==> src/design/midpoint_circle_outline_unit_defines.svh <==
// Assertion macros shared by the midpoint circle outline unit.
// Depends on nothing; files that check their own logic include it.
`ifndef MIDPOINT_CIRCLE_OUTLINE_UNIT_DEFINES_SVH
`define MIDPOINT_CIRCLE_OUTLINE_UNIT_DEFINES_SVH

`ifndef NO_ASSERTIONS

// Concurrent check on an explicit clock and active-low reset.
`define MCO_ASSERT_CLK(lbl, clk, rst_n, prop, msg) \
    lbl: assert property (@(posedge clk) disable iff (!rst_n) (prop)) else $error(msg);

// Concurrent check on the standard block clock and reset.
`define MCO_ASSERT(lbl, prop, msg) \
    `MCO_ASSERT_CLK(lbl, i_clk, i_rst_n, prop, msg)

`else

`define MCO_ASSERT_CLK(lbl, clk, rst_n, prop, msg)
`define MCO_ASSERT(lbl, prop, msg)

`endif

`endif

==> src/design/mcircle_pkg.sv <==
// Types and constants for the midpoint circle outline unit.
// Used by mcircle_core and midpoint_circle_outline_unit; depends on nothing.
package mcircle_pkg;

    localparam int COORD_BITS  = 16;
    localparam int RADIUS_BITS = 14;
    // Decision value range needs one bit of headroom above twice the radius plus sign.
    localparam int DEC_BITS    = RADIUS_BITS + 3;
    localparam int IDX_BITS    = 3;

    typedef logic signed [COORD_BITS-1:0]  t_coord;
    typedef logic        [RADIUS_BITS-1:0] t_radius;
    typedef logic signed [DEC_BITS-1:0]    t_dec;
    typedef logic        [IDX_BITS-1:0]    t_idx;

    localparam logic CMD_ADVANCE = 1'b0;
    localparam logic CMD_START   = 1'b1;

    // Slots of the point index within a group.
    localparam t_idx IDX_FIRST      = 3'd0;
    localparam t_idx IDX_CARD_WEST  = 3'd1;
    localparam t_idx IDX_CARD_NORTH = 3'd2;
    localparam t_idx IDX_CARD_SOUTH = 3'd3;
    localparam t_idx IDX_MIRROR_END = 3'd3;
    localparam t_idx IDX_GROUP_END  = 3'd7;

    typedef struct packed {
        logic    cmd;
        t_coord  center_x;
        t_coord  center_y;
        t_radius radius;
    } t_cmd_item;

    typedef struct packed {
        t_coord pixel_x;
        t_coord pixel_y;
        logic   pixel_valid;
        logic   last_pixel;
    } t_pixel_item;

    // Generator state carried from one item to the next.
    typedef struct packed {
        logic    busy;
        logic    cardinal;
        t_idx    idx;
        t_coord  cx;
        t_coord  cy;
        t_radius major;
        t_radius minor;
        t_dec    decision;
    } t_gen_state;

endpackage

==> src/design/midpoint_circle_outline_unit.sv <==
// Midpoint circle outline unit: top level with state and result registers.
// Each result item is registered and shows in the cycle after its command is accepted.
// Throughput: one item per cycle if not stalled; generator state updates on acceptance.
// Reset (synchronous, active low) leaves the generator idle and the result register empty.
// Depends on mcircle_pkg, mcircle_core and midpoint_circle_outline_unit_defines.svh.
`include "midpoint_circle_outline_unit_defines.svh"

module midpoint_circle_outline_unit
    import mcircle_pkg::*;
(
    input  logic        i_clk,
    input  logic        i_rst_n,
    // Command channel.
    input  logic        i_valid,
    output logic        o_ready,
    input  t_cmd_item   i_item,
    // Pixel channel.
    output logic        o_valid,
    input  logic        i_ready,
    output t_pixel_item o_item
);

    // The generator state lives in r_state. Each accepted item is decoded
    // against it by the core in the same cycle: the core produces the pixel
    // and the state for the following item. The pixel lands in the result
    // register, which frees the command side as soon as the downstream
    // consumer takes it, so a new item can be accepted in every cycle.

    t_gen_state  r_state;
    t_gen_state  n_state;
    t_pixel_item r_out;
    t_pixel_item n_out;
    logic        r_out_valid;
    logic        accept;

    mcircle_core u_core (
        .i_state (r_state),
        .i_item  (i_item),
        .o_state (n_state),
        .o_pixel (n_out)
    );

    // The result register can take a new item when it is empty or being drained.
    assign o_ready = !r_out_valid || i_ready;
    assign accept  = i_valid && o_ready;

    always_ff @(posedge i_clk) begin
        if (!i_rst_n) begin
            r_state     <= '0;
            r_out_valid <= 1'b0;
        end else begin
            if (accept) begin
                r_state     <= n_state;
                r_out_valid <= 1'b1;
            end else if (i_ready) begin
                r_out_valid <= 1'b0;
            end
        end
    end

    // The pixel payload needs no reset; it is qualified by r_out_valid.
    always_ff @(posedge i_clk) begin
        if (accept) begin
            r_out <= n_out;
        end
    end

    assign o_valid = r_out_valid;
    assign o_item  = r_out;

    // An idle generator always sits at the start of a group.
    `MCO_ASSERT(a_idle_clean, !r_state.busy |-> (r_state.idx == IDX_FIRST && !r_state.cardinal), "idle state not cleared")
    // The cardinal phase only runs while busy and only visits its three slots.
    `MCO_ASSERT(a_cardinal_slots, r_state.cardinal |-> (r_state.busy && r_state.idx != IDX_FIRST && r_state.idx <= IDX_CARD_SOUTH), "cardinal phase out of range")
    // The minor offset never overtakes the major offset on a live circle.
    `MCO_ASSERT(a_octant_order, r_state.busy |-> (r_state.major >= r_state.minor), "minor offset exceeds major offset")
    // Every accepted item yields a result item in the next cycle.
    `MCO_ASSERT(a_one_result, (i_valid && o_ready) |=> o_valid, "accepted item produced no result")
    // Only a real pixel can close a circle.
    `MCO_ASSERT(a_last_is_pixel, (r_out_valid && r_out.last_pixel) |-> r_out.pixel_valid, "last flag on an empty result")

endmodule

==> src/design/mcircle_core.sv <==
// Next-state and pixel logic of the midpoint circle generator for one item.
// Depends on mcircle_pkg.
module mcircle_core
    import mcircle_pkg::*;
(
    input  t_gen_state  i_state,
    input  t_cmd_item   i_item,
    output t_gen_state  o_state,
    output t_pixel_item o_pixel
);

    t_radius next_major;
    t_radius next_minor;
    t_dec    next_dec;
    logic    step_ok;

    // One iteration of the midpoint loop, computed from the current state.
    always_comb begin
        t_dec two_minor;
        t_dec two_major;
        next_minor = i_state.minor + t_radius'(1);
        if (!i_state.decision[DEC_BITS-1] && (i_state.decision != '0)) begin
            next_major = i_state.major - t_radius'(1);
        end else begin
            next_major = i_state.major;
        end
        two_minor = $signed({2'b00, next_minor, 1'b0});
        two_major = $signed({2'b00, next_major, 1'b0});
        if (!i_state.decision[DEC_BITS-1] && (i_state.decision != '0)) begin
            next_dec = i_state.decision + two_minor - two_major + t_dec'(1);
        end else begin
            next_dec = i_state.decision + two_minor + t_dec'(1);
        end
        step_ok = (i_state.major > i_state.minor) && (next_major >= next_minor);
    end

    always_comb begin
        t_radius mag_x;
        t_radius mag_y;
        logic    neg_x;
        logic    neg_y;
        logic    end_grp;
        logic    last;
        logic    pix_valid;
        t_coord  base_x;
        t_coord  base_y;
        t_coord  off_x;
        t_coord  off_y;

        o_state   = i_state;
        mag_x     = '0;
        mag_y     = '0;
        neg_x     = 1'b0;
        neg_y     = 1'b0;
        end_grp   = 1'b0;
        last      = 1'b0;
        pix_valid = 1'b1;
        base_x    = i_state.cx;
        base_y    = i_state.cy;

        if (i_item.cmd == CMD_START) begin
            o_state.cx       = i_item.center_x;
            o_state.cy       = i_item.center_y;
            o_state.major    = i_item.radius;
            o_state.minor    = '0;
            o_state.decision = t_dec'(1) - $signed({3'b000, i_item.radius});
            base_x           = i_item.center_x;
            base_y           = i_item.center_y;
            mag_x            = i_item.radius;
            if (i_item.radius != '0) begin
                o_state.busy     = 1'b1;
                o_state.cardinal = 1'b1;
                o_state.idx      = IDX_CARD_WEST;
            end else begin
                o_state.busy     = 1'b0;
                o_state.cardinal = 1'b0;
                o_state.idx      = IDX_FIRST;
                last             = 1'b1;
            end
        end else if (!i_state.busy) begin
            pix_valid = 1'b0;
        end else if (i_state.cardinal) begin
            unique case (i_state.idx)
                IDX_CARD_WEST: begin
                    mag_x = i_state.major;
                    neg_x = 1'b1;
                end
                IDX_CARD_NORTH: begin
                    mag_y = i_state.major;
                end
                default: begin
                    mag_y   = i_state.major;
                    neg_y   = 1'b1;
                    end_grp = 1'b1;
                end
            endcase
            o_state.idx = i_state.idx + t_idx'(1);
        end else begin
            // Octant mirroring: the first four points swap nothing, the last four swap x and y.
            unique case (i_state.idx)
                3'd0: begin mag_x = i_state.major; mag_y = i_state.minor; end
                3'd1: begin mag_x = i_state.major; mag_y = i_state.minor; neg_x = 1'b1; end
                3'd2: begin mag_x = i_state.major; mag_y = i_state.minor; neg_y = 1'b1; end
                3'd3: begin
                    mag_x = i_state.major; mag_y = i_state.minor;
                    neg_x = 1'b1; neg_y = 1'b1;
                end
                3'd4: begin mag_x = i_state.minor; mag_y = i_state.major; end
                3'd5: begin mag_x = i_state.minor; mag_y = i_state.major; neg_x = 1'b1; end
                3'd6: begin mag_x = i_state.minor; mag_y = i_state.major; neg_y = 1'b1; end
                default: begin
                    mag_x = i_state.minor; mag_y = i_state.major;
                    neg_x = 1'b1; neg_y = 1'b1;
                end
            endcase
            end_grp = (i_state.idx == IDX_GROUP_END) ||
                      ((i_state.idx == IDX_MIRROR_END) && (i_state.major == i_state.minor));
            o_state.idx = i_state.idx + t_idx'(1);
        end

        if (end_grp) begin
            o_state.cardinal = 1'b0;
            o_state.idx      = IDX_FIRST;
            if (step_ok) begin
                o_state.major    = next_major;
                o_state.minor    = next_minor;
                o_state.decision = next_dec;
            end else begin
                o_state.busy = 1'b0;
                last         = 1'b1;
            end
        end

        off_x = neg_x ? -COORD_BITS'(mag_x) : COORD_BITS'(mag_x);
        off_y = neg_y ? -COORD_BITS'(mag_y) : COORD_BITS'(mag_y);

        if (pix_valid) begin
            o_pixel.pixel_x     = base_x + off_x;
            o_pixel.pixel_y     = base_y + off_y;
            o_pixel.pixel_valid = 1'b1;
            o_pixel.last_pixel  = last;
        end else begin
            o_pixel = '0;
        end
    end

endmodule

==> config.mk <==
export PLATFORM = sky130hd
export DESIGN_NAME = midpoint_circle_outline_unit
export DESIGN_NICKNAME = d
export VERILOG_FILES = /design/src/design/mcircle_pkg.sv /design/src/design/midpoint_circle_outline_unit.sv /design/src/design/mcircle_core.sv
export VERILOG_INCLUDE_DIRS = /design/src /design/src/design
export SDC_FILE = /design/constraint.sdc
export NUM_CORES = 1
export LEC_CHECK = 0
export BUFFER_PORTS_ARGS = -buffer_cell sky130_fd_sc_hd__buf_2
export CORE_UTILIZATION = 60
export DETAILED_ROUTE_END_ITERATION = 8
export PLACE_DENSITY = 0.82
export SETUP_SLACK_MARGIN = 0.05
export SLEW_MARGIN = 20
export SYNTH_ARGS = -nofsm -noshare
export SYNTH_HDL_FRONTEND = slang
export SYNTH_HIERARCHICAL = 1
export SYNTH_SLANG_ARGS = --single-unit
==> constraint.sdc <==
create_clock -name i_clk -period 8.6 [get_ports i_clk]
set_input_delay 1.72 -clock i_clk [delete_from_list [all_inputs] [get_ports i_clk]]
set_output_delay 1.72 -clock i_clk [all_outputs]
set_load 0.02 [all_outputs]
==> impl_results.md, run 1 <==
* Outcome: finished with violations
* Failing checks: DRC
* #FFs+latches synth at 117
* Synth Flop Type: dfxtp_1
* Maxcap violations at 0
* Relative slew margins at 27.97%
* Yosys warning count at 6
* Endpoints failing setup at 0
* # port buffers at 86
* CP Data Arrival Time at 6.52 ns
* Max Clock Freq at 157.2 MHz
* Grt ovf at 0
* Row cnt at 51
* Gpl congestion at 0.9090
* Switching part of the total at 34.39%
* Worst Setup Start Kind: input port
* Max Transition Viols Final at 0
* Vias per cell at 6.066
* CTS buffer count at 17
* Post-CTS Hold Fix Bufs at 0
* FILL cells at 1609
* Combinational share of power at 32.7%
* Sequential Area at 0.002683 mm2
* Routed WL at 30950 um
* DRC at 1
* RSZ-0062 raised after global routing: false
* Hold slack at 0.4560 ns
* Synthesized area per cell at 7.972 um2
* H-Tree Depth at 4
* Sw power at 0.7046 mW
* Final Non-Filler Cells at 1819
* Critical R2R Capture: r_state[16]$_SDFFE_PN0P_
* Wire per inst at 17.02 um
* Net count after synthesis at 1677
* Detail Route Antenna Nets at 0
* Req. time, crit path at 8.77 ns
* Initial antenna violation count at 0
* Post-Syn Instances at 1506
* Reg clk slew, reported paths at 0.06 ns
* Pleak at 5.696 nW
* Starting Density at 61.48%
* Setup total negative slack at 0 ns
* Sequential share of power at 31.2%
* Cell Area, Synth at 0.01201 mm2
* IO Pins at 87
* Hold Vio Cnt, Final at 0
* CTS sink count at 117
* Vias in the first global route at 10.29k
* DP HPWL at 22760 um
* Netlist cell types at 76
* Final Critical Period at 6.359 ns
* Largest fanout on the critical path at 30
* Async set-reset flop share out of synthesis at 0%
* Antenna Cells at 0
* Layout Skew at 0.007538 ns
* PostCTS Resize Cnt at 0
* Die X at 143.5 um
* Die Area at 0.02058 mm2
* Worst R2R Path Depth at 23
* Drt first pass iters at 9
* R2r setup slk at 2.55 ns
* Root Buffer: clkbuf_16
* Tot GR Track Use at 30.84%
* Setup CP Type: in -> reg
* Clock Latency Late Sink at 0.42 ns
* Final period util at 73.95%
* Pwr/cell area at 156.8 mW/mm2
* Register area share after synthesis at 22.34%
* Share of total power in the clock network at 36.1%
* Worst Hold Launch: r_state[45]$_SDFFE_PN0P_
* Setup Buffers After CTS at 0
* Core Area at 0.01953 mm2
* Area of the multi-input gates at 0.008603 mm2
* Slew @ Worst Pin at 1.080 ns
* Number of synthesized flops with an enable pin at 34
* Final #Nets at 1712
* Initial DRC count at 947
* Max clock buf depth at 2
* TritonCTS clock tree: built
* Internal power at 1.344 mW
* First-pass GRT wire length at 50390 um
* Hold Crit Class: reg -> reg
* Via count at 11.03k
* Max VDD drop at 0.1196 mV
* WHS Endpoint: r_state[45]$_SDFFE_PN0P_
* Placed Cells at 1787
* Endpoint type of the worst setup path: register
* Pin count of the biggest net entering global routing at 89
* Beginning of the worst register-to-register path: r_state[19]$_SDFFE_PN0P_
* Share of cells above drive strength 1 at 12.29%
* Hold Path Depth at 2
* Area grow syn2layout at 8.848%
* Die Y at 143.5 um
-- kinds of logic (layout without fill, tap and decap cells) --
kind of cell	count (synthesis)	count (layout)	share of synthesized area, %
and+or+nand+nor	539	539	20.60
adders and majority gates	120	120	12.76
muxes	159	159	13.68
DFF	117	117	22.34
xor gates and xnor gates	116	116	8.588
buffers and inverters	169	217	6.086
AOI/OAI and AO/OA	286	286	15.94
-- cell type report --
class	instances	area share, %
Sequential cell	117	20.53
Timing Repair Buffer	94	3.773
Clock inverter	14	1.350
Inverter	91	2.614
Multi-Input combinational cell	1220	65.84
Tap cell	265	2.537
Clock buffer	18	3.361
-- how the worst max path moves through the flow --
stage | slack (ns) | start | end | cells after the start
2_1_floorplan | 3.20 | i_item[46] | o_item[33]$_DFFE_PP_ | 16
3_3_place_gp | 2.23 | i_item[46] | o_item[33]$_DFFE_PP_ | 17
3_5_place_dp | 2.09 | i_item[46] | o_item[33]$_DFFE_PP_ | 17
4_1_cts | 2.41 | i_item[46] | o_item[33]$_DFFE_PP_ | 17
5_1_grt | 1.98 | i_item[46] | o_item[33]$_DFFE_PP_ | 17
6_report | 2.24 | i_item[46] | o_item[33]$_DFFE_PP_ | 17
-- placed cells by master, fill, tap and decap left out, types with 14 or more instances in the layout --
cell,instances
nand2_1,241
mux2i_1,118
ha_1,116
nor2_1,108
inv_1,89
buf_2,85
dfxtp_1,83
xnor2_1,77
o21ai_0,69
a21oi_1,67
mux2_2,41
xor2_1,38
nor3_1,38
edfxtp_1,34
nand3_1,30
a211oi_1,23
and3_1,21
clkbuf_16,17
or3_1,17
nor2b_1,16
a31oi_1,15
o21a_1,14
-- cell usage after synthesis, drive strengths merged, types with 13 or more instances --
master,number,area (um2)
nand2,241,904.6
mux2i,118,1181
ha,116,1451
nor2,109,409.1
inv,89,334.1
dfxtp,83,1662
xnor2,77,674.4
o21ai,75,375.4
a21oi,67,335.3
clkbuf,47,177.7
mux2,41,461.7
nor3,41,220.2
xor2,38,332.8
edfxtp,34,1021
buf,31,211.5
nand3,31,160.1
a211oi,23,172.7
and3,22,138.9
or3,17,106.4
a31oi,16,106.4
nor2b,16,100.1
o21a,14,105.1
a21o,13,97.59
o211ai,13,97.59
-- worst max-delay path: stages --
cell       delay (ns)
buf_2            0.57
nor2b_1          0.23
and3_1           0.39
a221oi_1         0.67
and3_1           0.31
nor2_1           0.06
xnor2_1          0.16
ha_1             0.35
o21ai_0          0.11
o21a_1           0.20
o21ai_0          0.32
a2111oi_0        0.17
or3_1            0.44
o21ai_0          0.40
a31oi_1          0.16
xor3_1           0.21
nor2_1           0.04
-- state kept, by name (all words and copies together), names as in the netlist --
register  cells
o_valid       1
r_state      82
o_item       34
-- power by group through the flow --
stage | Clock, mW | Combinational (mW) | Sequential [mW]
finish | 0.740 | 0.670 | 0.639
global route | 0.770 | 0.742 | 0.643
CTS | 0.746 | 0.660 | 0.638
detailed placement | 0 | 0.654 | 0.649
global placement | 0 | 0.634 | 0.648
floorplan | 0 | 0.499 | 0.655
-- per-stage QoR --
step                      power, mW  worst slack [ns]  utilization [%]  cell area [um2]
after floorplan               1.153             3.195                -            12010
after global placement        1.282             2.228            63.77            12450
after detailed placement      1.303             2.088            63.77            12450
after CTS                     2.044             2.413            66.92            13070
after global routing          2.155             1.982            66.92            13070
final                         2.049             2.241            66.92            13070
-- routing by layer --
layer / share of wire (%) / vias to the layer above / GRT usage [%]
met5: 0 / - / 0
met4: 3.7 / 0 / 15.29
met3: 6.3 / 76 / 4.499
met2: 48 / 427 / 52.12
met1: 42 / 5126 / 38.26
li1: - / 5405 / -
No activity file was read; power rests on OpenSTA's default activity.
==> run 2, diff against run 1 <==
==> constraint.sdc (replaced) <==
create_clock -name i_clk -period 6 [get_ports i_clk]
set_input_delay 1.2 -clock i_clk [delete_from_list [all_inputs] [get_ports i_clk]]
set_output_delay 1.2 -clock i_clk [all_outputs]
set_load 0.02 [all_outputs]
==> run 2 against run 1 <==
Effect of this change: global-route usage is 0.24 points higher; worst setup slack worse by 1.8 ns; the run now ends clean; clock skew increased by 0.0038 ns; critical path type is now reg -> reg; critical path depth is 3 higher; largest cell class unchanged; critical endpoint is now r_state[39]$_SDFFE_PN0P_; routed wire length is 2.2% higher; non-clock buffer count up 12; combinational power is 47% higher.
==> impl_results.md, run 2 (synthesis gave the netlist of run 1 again) <==
* Via count at 11.09k
* Grt ovf at 0
* DP HPWL at 23030 um
* CP peak stage delay at 0.61 ns
* Hold Path Depth at 2
* Setup Buffers After CTS at 0
* Largest fanout on the critical path at 68
* Slew @ Worst Pin at 0.8196 ns
* Vias in the first global route at 10.32k
* Maxcap violations at 0
* Fin area at 0.01317 mm2
* CTS sink count at 117
* Initial antenna violation count at 0
* RSZ-0062 raised after global routing: false
* Worst Hold Launch: r_state[56]$_SDFFE_PN0P_
* Setup CP Type: reg -> reg
* Clock Latency Late Sink at 0.43 ns
* Starting Density at 61.48%
* WHS Endpoint: r_state[56]$_SDFFE_PN0P_
* Die Area at 0.02058 mm2
* Placed cell areas at 0.01255 mm2
* Detail Route Antenna Nets at 0
* TritonCTS clock tree: built
* Commonest non-fill, non-tap cells in the layout: 241 x nand2_1, 118 x mux2i_1, 116 x ha_1
* Post-CTS Hold Fix Bufs at 0
* Tot GR Track Use at 31.09%
* Pwr/cell area at 223.4 mW/mm2
* Fin util at 67.43%
* Most used cell, CP: nand2_1
* Vias per cell at 6.057
* Die X at 143.5 um
* Relative slew margins at 45.36%
* Max clock buf depth at 2
* Req. time, crit path at 6.29 ns
* CP Data Arrival Time at 5.80 ns
* Share of cells above drive strength 1 at 12.90%
* Met2 Wirelength at 14900 um
* Setup total negative slack at 0 ns
* Routed WL at 31620 um
* Layout Skew at 0.01130 ns
* CTS buffer count at 17
* DRC at 0
* Drt first pass iters at 6
* Gpl congestion at 1.002
* Met3 Wirelength at 1779 um
* Worst-path cell chain: nor4_1 > a41oi_2 > buf_4 > and2_1 > nand2_1 > nor3_1 > nand2_1 > xor2_1 > inv_1 > ha_1 > o21a_1 > o22ai_1 > nor2_1 > o21ai_0 > nor3b_4 > buf_12 > mux2_2 > o221a_2 > nand2_1 > mux2i_1
* Initial DRC count at 888
* # port buffers at 86
* Max reg flops at 82
* Reg clk slew, reported paths at 0.06 ns
* Top delay family on crit path: simple AND/OR/NAND/NOR gates
* Critical R2R Capture: r_state[39]$_SDFFE_PN0P_
* DR top layer: met4
* Hold slack at 0.4518 ns
* Pleak at 5.753 nW
* Max VDD drop at 0.1667 mV
* Max Transition Viols Final at 0
* Die Y at 143.5 um
* Row cnt at 51
* Worst Setup Start Kind: register
* Largest Register: r_state
* Endpoints failing setup at 0
* Hold Vio Cnt, Final at 0
* Critical Path Slowest Stage Cell: nor3_1
* Max Clock Freq at 181.2 MHz
* Antenna Cells at 0
* Commonest non-fill, non-tap cell in the layout: nand2_1
* Pin count of the biggest net entering global routing at 117
* Wire per inst at 17.27 um
* Buf/Inv on CP at 3
* Final Critical Period at 5.519 ns
* First-pass GRT wire length at 50410 um
* Core Area at 0.01953 mm2
* Area grow syn2layout at 9.672%
* Outcome: complete, no violations
* Beginning of the worst register-to-register path: r_state[0]$_SDFFE_PN0P_
* PostCTS Resize Cnt at 0
* Final #Nets at 1724
* Endpoint type of the worst setup path: register
* Final period util at 91.98%
* Worst R2R Path Depth at 20
* Hold Crit Class: reg -> reg
* H-Tree Depth at 4
* Met1 wire length at 13620 um
* Root Buffer: clkbuf_16
* IO Pins at 87
* R2r setup slk at 0.48 ns
## run 2: final cells by class
cell class                 count  area [um2]
fill                        1618        6360
clock inverter                11       151.4
inverter                      91       341.6
tap                          265       331.6
timing repair buffer         106       599.3
clock buffer                  21       450.4
sequential                   117        2684
multi-input combinational   1220        8608
## run 2: how the worst max path moves through the flow
stage	startpoint	to	slack (ns)	cells past startpoint
detailed placement	r_state[20]$_SDFFE_PN0P_	r_state[16]$_SDFFE_PN0P_	0.50	23
global route	r_state[20]$_SDFFE_PN0P_	r_state[16]$_SDFFE_PN0P_	0.06	25
finish	r_state[0]$_SDFFE_PN0P_	r_state[39]$_SDFFE_PN0P_	0.48	20
floorplan	r_state[19]$_SDFFE_PN0P_	r_state[16]$_SDFFE_PN0P_	0.91	27
global placement	r_state[20]$_SDFFE_PN0P_	r_state[16]$_SDFFE_PN0P_	0.58	25
CTS	r_state[20]$_SDFFE_PN0P_	r_state[16]$_SDFFE_PN0P_	0.47	23
## run 2: through the flow
stage,power (mW),std cells,worst slack [ns]
floorplan,1.653,1506,0.9070
global placement,1.856,1799,0.5800
detailed placement,1.885,1799,0.4984
CTS,2.939,1831,0.4697
global route,3.092,1831,0.06193
finish,2.942,1831,0.4813
## run 2: layer usage
metal	up-vias	global-route usage, %
met5	-	0
met2	443	52.66
met3	90	3.899
met1	5130	38.42
met4	0	16.57
li1	5427	-
## run 2: worst register-to-register path, stage by stage (launching register included)
cell     delay, ns
dfxtp_1       0.47
nor4_1        0.18
a41oi_2       0.35
buf_4         0.38
and2_1        0.23
nand2_1       0.12
nor3_1        0.61
nand2_1       0.20
xor2_1        0.52
inv_1         0.13
ha_1          0.33
o21a_1        0.14
o22ai_1       0.09
nor2_1        0.09
o21ai_0       0.16
nor3b_4       0.28
buf_12        0.34
mux2_2        0.40
o221a_2       0.24
nand2_1       0.05
mux2i_1       0.07
## run 2: power breakdown
part / switching (mW) / internal, mW / leakage (nW)
clock: 0.382 / 0.665 / 0.280
sequential: 0.0434 / 0.869 / 1.02
combinational: 0.587 / 0.394 / 4.45
